==> src/sv/mrma_pkg.sv <==
// Shared types, widths and codes of the marker region moment accumulator.
package mrma_pkg;

  // Default number of regions in each of the two rows.
  localparam int REGIONS_PER_ROW_DEF = 9;

  // Field widths.
  localparam int COORD_BITS = 11;
  localparam int PIX_W      = 8;
  localparam int IDX_W      = 5;
  localparam int CNT_W      = 23;
  localparam int XY_W       = 33;
  localparam int IS_W       = 30;
  localparam int LOW_W      = COORD_BITS + 1;

  // Configuration port widths.
  localparam int PADDR_W = 4;
  localparam int PDATA_W = 32;

  // Configuration reset values.
  localparam logic [PIX_W-1:0]      THRESHOLD_RST = 8'd10;
  localparam logic [COORD_BITS-1:0] SEPARATOR_RST = 11'd380;
  localparam logic [LOW_W-1:0]      FRAME_RST     = 12'd2048;

  // Request codes of an input word.
  typedef enum logic [1:0] {
    REQ_PIXEL  = 2'd0,
    REQ_MARGIN = 2'd1,
    REQ_READ   = 2'd2,
    REQ_CLEAR  = 2'd3
  } req_t;

  // Configuration register indexes.
  typedef enum logic [1:0] {
    CFG_THRESHOLD = 2'd0,
    CFG_SEPARATOR = 2'd1,
    CFG_FRAME_W   = 2'd2,
    CFG_FRAME_H   = 2'd3
  } cfg_idx_t;

  typedef struct packed {
    logic [PIX_W-1:0]      threshold;
    logic [COORD_BITS-1:0] separator;
    logic [LOW_W-1:0]      frame_width;
    logic [LOW_W-1:0]      frame_height;
  } cfg_t;

  // A word as it travels along the chain of cells.
  typedef struct packed {
    logic                  valid;
    req_t                  req;
    logic [COORD_BITS-1:0] x;
    logic [COORD_BITS-1:0] y;
    logic [PIX_W-1:0]      pix;
    logic                  keep;
    logic                  first_row;
    logic                  done;
    logic [IDX_W-1:0]      midx;
    logic [COORD_BITS-1:0] mval;
  } item_t;

  // Statistics of one region.
  typedef struct packed {
    logic [CNT_W-1:0]      cnt;
    logic [XY_W-1:0]       xsum;
    logic [XY_W-1:0]       ysum;
    logic [IS_W-1:0]       isum;
    logic [PIX_W-1:0]      peak;
    logic [LOW_W-1:0]      xlo;
    logic [COORD_BITS-1:0] xhi;
    logic [LOW_W-1:0]      ylo;
    logic [COORD_BITS-1:0] yhi;
  } stat_t;

  // One result word.
  typedef struct packed {
    logic [IDX_W-1:0] region;
    stat_t            st;
    logic             last;
  } out_word_t;

endpackage

==> src/sv/mrma_cfg.sv <==
// Configuration registers behind the APB-style port.
module mrma_cfg (
  input  logic                          clk,
  input  logic                          rst_n,
  input  logic                          psel,
  input  logic                          penable,
  input  logic                          pwrite,
  input  logic [mrma_pkg::PADDR_W-1:0]  paddr,
  input  logic [mrma_pkg::PDATA_W-1:0]  pwdata,
  output logic [mrma_pkg::PDATA_W-1:0]  prdata,
  output logic                          pready,
  output mrma_pkg::cfg_t                cfg
);
  import mrma_pkg::*;

  cfg_t     cfg_r;
  cfg_t     cfg_nxt;
  cfg_idx_t widx;

  assign widx   = cfg_idx_t'(paddr[3:2]);
  assign pready = 1'b1;
  assign cfg    = cfg_r;

  // Register write decode.
  always_comb begin
    cfg_nxt = cfg_r;
    if (psel && penable && pwrite) begin
      case (widx)
        CFG_THRESHOLD: cfg_nxt.threshold    = pwdata[PIX_W-1:0];
        CFG_SEPARATOR: cfg_nxt.separator    = pwdata[COORD_BITS-1:0];
        CFG_FRAME_W:   cfg_nxt.frame_width  = pwdata[LOW_W-1:0];
        CFG_FRAME_H:   cfg_nxt.frame_height = pwdata[LOW_W-1:0];
        default:       cfg_nxt = cfg_r;
      endcase
    end
  end

  always_ff @(posedge clk) begin
    if (!rst_n) begin
      cfg_r.threshold    <= THRESHOLD_RST;
      cfg_r.separator    <= SEPARATOR_RST;
      cfg_r.frame_width  <= FRAME_RST;
      cfg_r.frame_height <= FRAME_RST;
    end else begin
      cfg_r <= cfg_nxt;
    end
  end

  // Register read mux.
  always_comb begin
    case (widx)
      CFG_THRESHOLD: prdata = PDATA_W'(cfg_r.threshold);
      CFG_SEPARATOR: prdata = PDATA_W'(cfg_r.separator);
      CFG_FRAME_W:   prdata = PDATA_W'(cfg_r.frame_width);
      CFG_FRAME_H:   prdata = PDATA_W'(cfg_r.frame_height);
      default:       prdata = '0;
    endcase
  end

endmodule

==> config.mk <==
export PLATFORM = sky130hd
export DESIGN_NAME = mrma_cfg
export DESIGN_NICKNAME = d
export VERILOG_FILES = /design/src/sv/mrma_pkg.sv /design/src/sv/mrma_cfg.sv
export SDC_FILE = /design/constraint.sdc
export NUM_CORES = 1
export LEC_CHECK = 0
export ABC_CLOCK_PERIOD_IN_PS = 1900
export BUFFER_PORTS_ARGS = -buffer_cell sky130_fd_sc_hd__buf_4
export CAP_MARGIN = 10
export CELL_PAD_IN_SITES_DETAIL_PLACEMENT = 0
export CELL_PAD_IN_SITES_GLOBAL_PLACEMENT = 1
export CORE_MARGIN = 5
export CORE_UTILIZATION = 34
export CTS_CLUSTER_DIAMETER = 40
export DETAILED_ROUTE_END_ITERATION = 6
export PLACE_DENSITY_LB_ADDON = 0.2
export REMOVE_ABC_BUFFERS = 1
export SLEW_MARGIN = 20
export SYNTH_ARGS = -nofsm -noshare
export SYNTH_HDL_FRONTEND = slang
export SYNTH_SLANG_ARGS = --single-unit
==> constraint.sdc <==
create_clock -name clk -period 1.9 [get_ports clk]
set_input_delay 0.285 -clock clk [delete_from_list [all_inputs] [get_ports clk]]
set_output_delay 0.285 -clock clk [all_outputs]
set_load 0.01 [all_outputs]
==> impl_metrics.csv <==
group,metric,value,unit
cts,ctsHoldBuffers,0,
setup_path,max_stage_delay,0.55,ns
placement,io_buffers,73,
die,core_area,0.00624,mm^2
global_route,grt_pass1_vias,1629,
setup_path,crit_path_start_kind,"input pin",
setup_path,crit_top_cell,"buf_4",
route,drtIter0Drc,31,
min_path,min_path_type,"in -> reg",
cts,cts_buffer_depth,2,
sta,slew_viol_final,0,
cts,cts_inserted_buffers,5,
final_layout,nNetsFinal,320,
setup_path,worst_ep_arrival_time,1.29,ns
sta,finalSetupViolCount,0,
sta,slew_headroom,64.5,%
sta,tightestPinTransition,0.533,ns
placement,place.gp.congestion,0.650,
route,detail-route-antenna-nets,0,
die,boundaryPins,117,
setup_path,critPathSlowestCell,"mux4_2",
final_layout,area_growth,27.5,%
global_route,grt_pass1_wl,8160,um
cts,htreeDepth,2,
route,dr.pass1.iters,4,
cts,post-cts-setup-buffer-count,0,
die,die_width,89.4,um
cts,cts_tree,"yes",
setup_path,cp.required,1.62,ns
placement,post-dp-hpwl,3720,um
sta,finalHoldViolCount,0,
die,start_util,34.3,%
logic_synthesis,ys_types,24,
placement,place_area,0.00263,mm^2
cts,clk_latency,0.29,ns
route,vias,1619,
global_route,antenna_found_initial,0,
final_layout,final_cell_area,0.00273,mm^2
power,powerDensity,648,mW/mm^2
route,wl_per_cell,14.5,um
flow_run,cap_violations,0,
logic_synthesis,synth_area,0.00214,mm^2
power,p_leak,0.00133,uW
route,routed_wl,5190,um
setup_path,cp_max_fo,17,
logic_synthesis,synth_warnings,0,
final_layout,largest_register_ff_count,43,
sta,hold_slack,0.254,ns
route,drc,0,
final_layout,drive_above_1_share,36.4,%
sta,rsz0062_at_grt,"no",
cts,clock_sinks,43,
cts,clk_pin_slew,0.08,ns
sta,fin_setup_tns,0,ns
sta,finalClockSkew,0,ns
logic_synthesis,netlist_instances,211,
die,placementRows,29,
sta,fmax,636,MHz
setup_path,crit_family,"multiplexers",
logic_synthesis,avgSynthCellArea,10.2,um^2
route,avgViaCountPerCell,4.54,
logic_synthesis,ys_async_sr_fraction,0,%
run_status,status,"complete, no violations",
global_route,grt_start_max_net_pins,57,
sta,post-route-period-util,82.7,%
sta,finalCriticalPeriod,1.57,ns
setup_path,crit_buf_inv,2,
die,chipHeight,89.4,um
logic_synthesis,ys_seq_elements,43,
final_layout,n_antenna_cell,0,
final_layout,utilization,43.8,%
cts,cts-root-buf,"clkbuf_8",
die,dieArea,0.00799,mm^2
setup_path,crit_type,"in -> out",
global_route,track_usage,13.5,%
power,peakVddDrop,0.000405,V
global_route,overflow,0,
setup_path,crit_chain,"buf_4 > mux4_2 > buf_4",
cts,cts_resized,0,
setup_path,end_kind,"output port",
logic_synthesis,synth-main-ff-cell,"dfxtp_1",
logic_synthesis,seq_area_frac_synth,40.2,%
logic_synthesis,synth_edf_count,0,
-- stage by stage --
step                std cells  worst slack [ns]  total power, uW
finish                    357             0.329             1770
global route              357             0.273             1860
CTS                       357             0.306             1810
detailed placement        349             0.305             1160
global placement          349             0.305             1160
floorplan                 193             0.427             1040
-- synthesized netlist by cell type, types with 2 or more instances --
library cell  number  area (um^2)
inv_1              6         22.5
mux2i_1           37          370
buf_6              6         67.6
mux2_2             3         33.8
nand2_1           44          165
o211ai_1           6         45.0
buf_2              3         15.0
clkbuf_1           4         15.0
mux4_2             8          180
a21oi_1            2         10.0
buf_4             24          180
a22o_1             3         26.3
nor2b_1            6         37.5
dfxtp_1           43          861
conb_1             2         7.51
nand3_1            6         30.0
-- metal layers --
| metal | up-vias | routed length, um | GRT usage, % |
|---|---|---|---|
| met4 | 0 | 35 | 3.65 |
| met3 | 4 | 431 | 3.32 |
| met1 | 747 | 2240 | 16.8 |
| met2 | 62 | 2480 | 23.1 |
| li1 | 806 | - | - |
| met5 | - | 0 | 0 |
-- tightest hold or removal path, cell delays in order --
cell	delay [ns]
buf_4	0.09
nand3_1	0.05
o211ai_1	0.08
-- kinds of logic (layout without fill, tap and decap cells) --
family / after synthesis / count (layout) / share of synthesized area, %
compound gates: 12 / 12 / 4.14
buf+inv: 43 / 93 / 14.0
flops: 43 / 43 / 40.2
mux: 48 / 48 / 27.3
other cells: 2 / 21 / 0.350
simple gates: 63 / 63 / 14.1
-- path summary, 6_finish.rpt --
check / cells past startpoint / slack [ns] / from / endpoint
setup / recovery: 3 / 0.33 / paddr[3] / prdata[3]
hold / removal: 3 / 0.25 / pwdata[2] / cfg[26]
setup reg to reg: 3 / 1.14 / cfg[27] / cfg[27]
hold reg to reg: 2 / 0.47 / cfg[15] / cfg[15]
-- final cells by class --
cell class                 count  area, um^2
fill                         616        3510
multi-input combinational    144        1060
timing repair buffer          79         593
tap                           77        96.3
sequential                    43         861
inverter                       6        22.5
clock buffer                   8         100
-- power by group --
part	internal [uW]	switching, uW	total [uW]	leakage [uW]
sequential	913	9.78	923	0.000348
clock	332	300	631	0.0000515
combinational	97.7	118	216	0.000926
total	1340	427	1770	0.00133
-- placed cells by master, fill, tap and decap left out, drive strengths merged, types with 6 or more instances in the layout --
| cell type | netlist | final |
|---|---|---|
| buf | 33 | 79 |
| clkbuf | 4 | 8 |
| conb | 2 | 21 |
| dfxtp | 43 | 43 |
| inv | 6 | 6 |
| mux2i | 37 | 37 |
| mux4 | 8 | 8 |
| nand2 | 44 | 44 |
| nand3 | 7 | 7 |
| nor2b | 7 | 7 |
| o211ai | 6 | 6 |
Note: power is estimated with default switching activity, not from simulation.
