**config.mk**
```make
export PLATFORM = sky130hd
export DESIGN_NAME = mrma_cell
export DESIGN_NICKNAME = d
export VERILOG_FILES = /design/src/sv/mrma_pkg.sv /design/src/sv/mrma_cell.sv
export SDC_FILE = /design/constraint.sdc
export NUM_CORES = 1
export LEC_CHECK = 0
export BUFFER_PORTS_ARGS = -buffer_cell sky130_fd_sc_hd__buf_2
export CAP_MARGIN = 10
export CORE_UTILIZATION = 45
export CTS_BUF_LIST = sky130_fd_sc_hd__clkbuf_8
export CTS_CLUSTER_DIAMETER = 100
export DETAILED_ROUTE_END_ITERATION = 10
export PLACE_DENSITY = 0.7
export SLEW_MARGIN = 20
export SYNTH_ARGS = -nofsm -noshare
export SYNTH_HDL_FRONTEND = slang
export SYNTH_SLANG_ARGS = --single-unit
```
**constraint.sdc**
```tcl
create_clock -name clk -period 3.1 [get_ports clk]
set_input_delay 0 -clock clk [delete_from_list [all_inputs] [get_ports clk]]
set_output_delay 0 -clock clk [all_outputs]
set_load 0.01 [all_outputs]
```
**src/sv/mrma_pkg.sv**
```systemverilog
// Shared types, widths and codes of the marker region moment accumulator.
package mrma_pkg;

  // Default number of regions in each of the two rows.
  localparam int REGIONS_PER_ROW_DEF = 9;

  // Field widths.
  localparam int COORD_BITS = 11;
  localparam int PIX_W      = 8;
  localparam int IDX_W      = 5;
  localparam int CNT_W      = 23;
  localparam int XY_W       = 33;
  localparam int IS_W       = 30;
  localparam int LOW_W      = COORD_BITS + 1;

  // Configuration port widths.
  localparam int PADDR_W = 4;
  localparam int PDATA_W = 32;

  // Configuration reset values.
  localparam logic [PIX_W-1:0]      THRESHOLD_RST = 8'd10;
  localparam logic [COORD_BITS-1:0] SEPARATOR_RST = 11'd380;
  localparam logic [LOW_W-1:0]      FRAME_RST     = 12'd2048;

  // Request codes of an input word.
  typedef enum logic [1:0] {
    REQ_PIXEL  = 2'd0,
    REQ_MARGIN = 2'd1,
    REQ_READ   = 2'd2,
    REQ_CLEAR  = 2'd3
  } req_t;

  // Configuration register indexes.
  typedef enum logic [1:0] {
    CFG_THRESHOLD = 2'd0,
    CFG_SEPARATOR = 2'd1,
    CFG_FRAME_W   = 2'd2,
    CFG_FRAME_H   = 2'd3
  } cfg_idx_t;

  typedef struct packed {
    logic [PIX_W-1:0]      threshold;
    logic [COORD_BITS-1:0] separator;
    logic [LOW_W-1:0]      frame_width;
    logic [LOW_W-1:0]      frame_height;
  } cfg_t;

  // A word as it travels along the chain of cells.
  typedef struct packed {
    logic                  valid;
    req_t                  req;
    logic [COORD_BITS-1:0] x;
    logic [COORD_BITS-1:0] y;
    logic [PIX_W-1:0]      pix;
    logic                  keep;
    logic                  first_row;
    logic                  done;
    logic [IDX_W-1:0]      midx;
    logic [COORD_BITS-1:0] mval;
  } item_t;

  // Statistics of one region.
  typedef struct packed {
    logic [CNT_W-1:0]      cnt;
    logic [XY_W-1:0]       xsum;
    logic [XY_W-1:0]       ysum;
    logic [IS_W-1:0]       isum;
    logic [PIX_W-1:0]      peak;
    logic [LOW_W-1:0]      xlo;
    logic [COORD_BITS-1:0] xhi;
    logic [LOW_W-1:0]      ylo;
    logic [COORD_BITS-1:0] yhi;
  } stat_t;

  // One result word.
  typedef struct packed {
    logic [IDX_W-1:0] region;
    stat_t            st;
    logic             last;
  } out_word_t;

endpackage

```
**src/sv/mrma_cell.sv**
```systemverilog
// One region cell: holds the margin and statistics of a region and passes words on.
module mrma_cell #(
  parameter int CELL_IDX        = 0,
  parameter int REGIONS_PER_ROW = mrma_pkg::REGIONS_PER_ROW_DEF
) (
  input  logic                         clk,
  input  logic                         rst_n,
  input  logic                         adv,
  input  logic [mrma_pkg::LOW_W-1:0]   frame_width,
  input  logic [mrma_pkg::LOW_W-1:0]   frame_height,
  input  mrma_pkg::item_t              item_in,
  output mrma_pkg::item_t              item_out,
  output mrma_pkg::stat_t              stat
);
  import mrma_pkg::*;

  localparam logic             IN_FIRST_ROW = (CELL_IDX < REGIONS_PER_ROW);
  localparam logic [IDX_W-1:0] MY_IDX       = IDX_W'(CELL_IDX);

  logic [COORD_BITS-1:0] margin_r;
  stat_t                 stat_r;
  stat_t                 stat_nxt;
  stat_t                 stat_rst;
  stat_t                 stat_clr;
  logic                  hit;
  logic                  wr;
  logic                  clr;
  logic [CNT_W:0]        cnt_sum;
  logic [XY_W:0]         xs_sum;
  logic [XY_W:0]         ys_sum;
  logic [IS_W:0]         is_sum;
  logic [LOW_W-1:0]      x_ext;
  logic [LOW_W-1:0]      y_ext;

  // A kept pixel lands here if no earlier cell took it, the row fits and y is past the margin.
  assign hit = item_in.valid && (item_in.req == REQ_PIXEL) && item_in.keep && !item_in.done
               && (item_in.first_row == IN_FIRST_ROW) && (item_in.y > margin_r);
  assign wr  = item_in.valid && (item_in.req == REQ_MARGIN) && (item_in.midx == MY_IDX);
  assign clr = item_in.valid && (item_in.req == REQ_CLEAR);

  // Hand the word to the next cell, marked as taken once a region owns it.
  always_comb begin
    item_out      = item_in;
    item_out.done = item_in.done | hit;
  end

  // Empty statistics after reset and after a clear word.
  always_comb begin
    stat_rst     = '0;
    stat_rst.xlo = FRAME_RST;
    stat_rst.ylo = FRAME_RST;
    stat_clr     = '0;
    stat_clr.xlo = frame_width;
    stat_clr.ylo = frame_height;
  end

  // Saturating sums, peak and bounding box update.
  always_comb begin
    x_ext   = LOW_W'(item_in.x);
    y_ext   = LOW_W'(item_in.y);
    cnt_sum = {1'b0, stat_r.cnt} + (CNT_W+1)'(1);
    xs_sum  = {1'b0, stat_r.xsum} + (XY_W+1)'(item_in.x);
    ys_sum  = {1'b0, stat_r.ysum} + (XY_W+1)'(item_in.y);
    is_sum  = {1'b0, stat_r.isum} + (IS_W+1)'(item_in.pix);

    stat_nxt      = stat_r;
    stat_nxt.cnt  = cnt_sum[CNT_W] ? {CNT_W{1'b1}} : cnt_sum[CNT_W-1:0];
    stat_nxt.xsum = xs_sum[XY_W] ? {XY_W{1'b1}} : xs_sum[XY_W-1:0];
    stat_nxt.ysum = ys_sum[XY_W] ? {XY_W{1'b1}} : ys_sum[XY_W-1:0];
    stat_nxt.isum = is_sum[IS_W] ? {IS_W{1'b1}} : is_sum[IS_W-1:0];
    if (item_in.pix > stat_r.peak) stat_nxt.peak = item_in.pix;
    if (x_ext < stat_r.xlo)        stat_nxt.xlo  = x_ext;
    if (item_in.x > stat_r.xhi)    stat_nxt.xhi  = item_in.x;
    if (y_ext < stat_r.ylo)        stat_nxt.ylo  = y_ext;
    if (item_in.y > stat_r.yhi)    stat_nxt.yhi  = item_in.y;
  end

  // Margin and statistics storage.
  always_ff @(posedge clk) begin
    if (!rst_n) begin
      margin_r <= '0;
      stat_r   <= stat_rst;
    end else if (adv) begin
      if (wr) begin
        margin_r <= item_in.mval;
      end
      if (clr) begin
        stat_r <= stat_clr;
      end else if (hit) begin
        stat_r <= stat_nxt;
      end
    end
  end

  assign stat = stat_r;

endmodule
```
==> impl_metrics.env <==
export IMPL_num_antenna_cells=0
export IMPL_drt_wl_total_mm=37.6
export IMPL_p_int_mw=3.34
export IMPL_yosys_warnings=0
export IMPL_min_from="rst_n"
export IMPL_grt_pass1_vias=11400
export IMPL_stdcell_area_um2=14400
export IMPL_crit_fanout=10
export IMPL_drv_cap=0
export IMPL_slowest_stage="fa_1"
export IMPL_pin_count=304
export IMPL_setup_tns_final_ns=0
export IMPL_die_h_um=164
export IMPL_async_flop_share_pct=0
export IMPL_switching_power_mw=1.36
export IMPL_grt_start_max_net_pins=51
export IMPL_drv_slew=0
export IMPL_drt_pass1_iter_count=8
export IMPL_cp_cell_sequence="ha_1 -> fa_1 -> a211oi_1 -> o21ai_1 -> and4_1 -> o2bb2ai_1 -> and2_1 -> and4_1 -> a211oi_1"
export IMPL_min_period_ns=2.90
export IMPL_overflow=0
export IMPL_wl_per_cell_um=18.0
export IMPL_powerDensity_nw_per_um2=328
export IMPL_r2r_end="stat[149]$_SDFFE_PN0P_"
export IMPL_core_area_um2=25400
export IMPL_hold_depth=3
export IMPL_clkTransAtPathRegs_ns=0.12
export IMPL_ys_ff_latch=184
export IMPL_synth_edff_count=0
export IMPL_io_buffers=303
export IMPL_cp_start_kind="flip-flop"
export IMPL_fin_util_pct=56.5
export IMPL_ant_nets=0
export IMPL_pre_cts_ws_ns=0.227
export IMPL_pwr_share_seq_pct=50.7
export IMPL_crit_type="reg -> reg"
export IMPL_rrSetupSlack_ns=0.20
export IMPL_fin_skew_ns=0.0238
export IMPL_min_to="stat[34]$_SDFFE_PN0P_"
export IMPL_power_share_clock_pct=36.2
export IMPL_vias=12200
export IMPL_finalHoldViolations=0
export IMPL_dieArea_um2=26800
export IMPL_fin_ws_ns=0.204
export IMPL_drc=0
export IMPL_setup_violations=0
export IMPL_grt_pass1_wl_mm=59.2
export IMPL_dpl_cell_area_um2=13200
export IMPL_whs_ns=0.0330
export IMPL_ys_types=83
export IMPL_arrival_ns=3.28
export IMPL_cts_buffer_depth=2
export IMPL_cts_buffers_inserted=17
export IMPL_worst_r2r_path_depth=9
export IMPL_clock_latency_ns=0.48
export IMPL_rows=58
export IMPL_min_period_over_period_pct=93.4
export IMPL_pwr_share_comb_pct=13.0
export IMPL_p_leak_nw=6.71
export IMPL_die_w_um=164
export IMPL_r2r_start="stat[117]$_SDFFE_PN0P_"
export IMPL_cts_root_buf="clkbuf_8"
export IMPL_worstMarginPinSlew_ns=0.983
export IMPL_syn_inst=1451
export IMPL_syn_num_nets=1625
export IMPL_peakVddDrop_mv=0.210
export IMPL_cts_tree="built"
export IMPL_first_iter_violations=802
export IMPL_antenna_found_initial=1
export IMPL_cp_slowest_stage_delay_ns=0.43
export IMPL_max_freq_ghz=0.345
export IMPL_rsz0062_at_grt="false"
export IMPL_dp_final_hpwl_mm=26.7
export IMPL_p_sw_share_pct=29.0
export IMPL_synth_top_flop_cell="dfxtp_1"
export IMPL_vias_per_cell=5.83
export IMPL_layout_drive_gt1_share_pct=22.2
export IMPL_initial_core_util_pct=46.3
export IMPL_clock_sinks=184
export IMPL_status="finished, final reports clean"
export IMPL_hp_class="in -> reg"
export IMPL_maxSlewHeadroom_pct=34.4
export IMPL_track_usage_pct=27.9
export IMPL_synth_seq_area_share_pct=31.4
export IMPL_syn_area_um2=11700
export IMPL_cts_max_level=4
export IMPL_layout_nets=1920
export IMPL_area_growth_syn_to_layout_pct=22.3
export IMPL_setup_worst_path_end_class="flip-flop"
export IMPL_gp_congestion=0.890
export IMPL_syn_area_per_cell_um2=8.10
export IMPL_required_ns=3.48
stage by stage:
stage / power (mW) / std cells
3_5_place_dp: 2.97 / 1983
5_1_grt: 4.91 / 2089
2_1_floorplan: 2.78 / 1451
6_report: 4.71 / 2089
4_1_cts: 4.74 / 2089
3_3_place_gp: 2.96 / 1983
synthesized netlist by cell type (3+ instances only):
| cell | n | area share (%) |
|---|---|---|
| o31ai_1 | 8 | 0.51 |
| o21ai_1 | 43 | 1.8 |
| o21a_1 | 15 | 0.96 |
| o2bb2ai_1 | 3 | 0.22 |
| nand4_1 | 30 | 1.6 |
| a211oi_1 | 11 | 0.70 |
| dfxtp_1 | 184 | 31 |
| o22ai_1 | 3 | 0.16 |
| nor2_1 | 93 | 3.0 |
| a22oi_1 | 3 | 0.19 |
| buf_4 | 53 | 3.4 |
| a21o_1 | 25 | 1.6 |
| o2111ai_1 | 3 | 0.22 |
| ha_1 | 92 | 9.8 |
| clkbuf_1 | 43 | 1.4 |
| nand2_1 | 97 | 3.1 |
| nand4b_1 | 6 | 0.45 |
| nor3b_1 | 5 | 0.32 |
| xnor2_1 | 13 | 0.97 |
| a21oi_1 | 111 | 4.7 |
| nor2b_1 | 14 | 0.75 |
| and3b_1 | 4 | 0.30 |
| nor4_1 | 7 | 0.37 |
| mux2i_1 | 41 | 3.5 |
| and2_1 | 12 | 0.64 |
| a211o_1 | 4 | 0.30 |
| o21ai_0 | 110 | 4.7 |
| a31oi_1 | 28 | 1.5 |
| fa_1 | 3 | 0.51 |
| or3_1 | 4 | 0.21 |
| a22o_1 | 19 | 1.4 |
| and3_1 | 30 | 1.6 |
| xor2_1 | 6 | 0.45 |
| and4_1 | 10 | 0.75 |
| o211ai_1 | 3 | 0.19 |
| nor3_1 | 35 | 1.5 |
| a311oi_1 | 20 | 1.5 |
| inv_1 | 88 | 2.8 |
| buf_2 | 28 | 1.2 |
| a32o_1 | 20 | 1.7 |
| nand3_1 | 53 | 2.3 |
| buf_1 | 3 | 0.096 |
| o311a_1 | 12 | 1.0 |
| nand2b_1 | 10 | 0.53 |
layout make-up:
| cell class | count | area [µm²] |
|---|---|---|
| fillers | 2359 | 11000 |
| multi-input cells | 1050 | 7030 |
| flip-flops and latches | 184 | 3680 |
| repair buffers | 405 | 2500 |
| well taps | 330 | 413 |
| inverters | 88 | 330 |
| clock buffers | 18 | 248 |
| clock inverters | 14 | 153 |
state kept, by name (all words and copies together) (netlist names):
register and count:
stat 173, margin_r 11
worst max path at each step:
stage | from | endpoint | cells past startpoint
2_1_floorplan | stat[117]$_SDFFE_PN0P_ | stat[149]$_SDFFE_PN0P_ | 9
3_3_place_gp | stat[117]$_SDFFE_PN0P_ | stat[149]$_SDFFE_PN0P_ | 9
3_5_place_dp | stat[117]$_SDFFE_PN0P_ | stat[149]$_SDFFE_PN0P_ | 9
4_1_cts | stat[117]$_SDFFE_PN0P_ | stat[149]$_SDFFE_PN0P_ | 9
5_1_grt | stat[117]$_SDFFE_PN0P_ | stat[149]$_SDFFE_PN0P_ | 9
6_report | stat[117]$_SDFFE_PN0P_ | stat[149]$_SDFFE_PN0P_ | 9
routing by layer:
metal / vias to the layer above / wire length, µm / track usage (%)
li1: 5883 / - / -
met1: 5769 / 16200 / 34.6
met2: 449 / 17800 / 47.4
met3: 71 / 2490 / 5.59
met4: 2 / 1150 / 10.8
met5: - / 13 / 0
power by group through the flow:
stage	Sequential, mW	Clock (mW)	Combinational (mW)
floorplan	2.45	0	0.330
global placement	2.44	0	0.514
detailed placement	2.44	0	0.527
CTS	2.39	1.75	0.604
global route	2.39	1.84	0.673
finish	2.39	1.71	0.613
layout by cell type (no fill, tap or decap), types with 35 or more instances in the layout:
master / synthesis / routed
buf_2: 28 / 303
dlygate4sd3_1: 0 / 74
o21ai_0: 110 / 110
nor3_1: 35 / 35
nand3_1: 53 / 51
dfxtp_1: 184 / 184
o21ai_1: 43 / 43
inv_1: 88 / 87
ha_1: 92 / 92
mux2i_1: 41 / 41
nor2_1: 93 / 92
a21oi_1: 111 / 111
nand2_1: 97 / 97
worst max-delay path: cells and delay by family, from the launching register on:
kind	cells	cell delay [ns]
and+or+nand+nor	3	0.76
adders and majority gates	2	0.65
DFF	1	0.34
AOI/OAI and AO/OA	4	1.06
timing repair:
item,CTS,global route
buffers inserted,0,0
hold buffers,74,0
gates resized for setup,0,0
endpoints found under the hold margin,65,0
cells by family after synthesis:
logic type                 count (synthesis)  synth area share (%)
AOI/OAI and AO/OA                        466                  25.5
and+or+nand+nor                          429                  18.9
buffers and inverters                    217                  9.00
DFF                                      184                  31.4
adders and majority gates                 95                  10.3
muxes                                     41                  3.49
xor gates and xnor gates                  19                  1.42
Power figures use the tool's default switching activity.
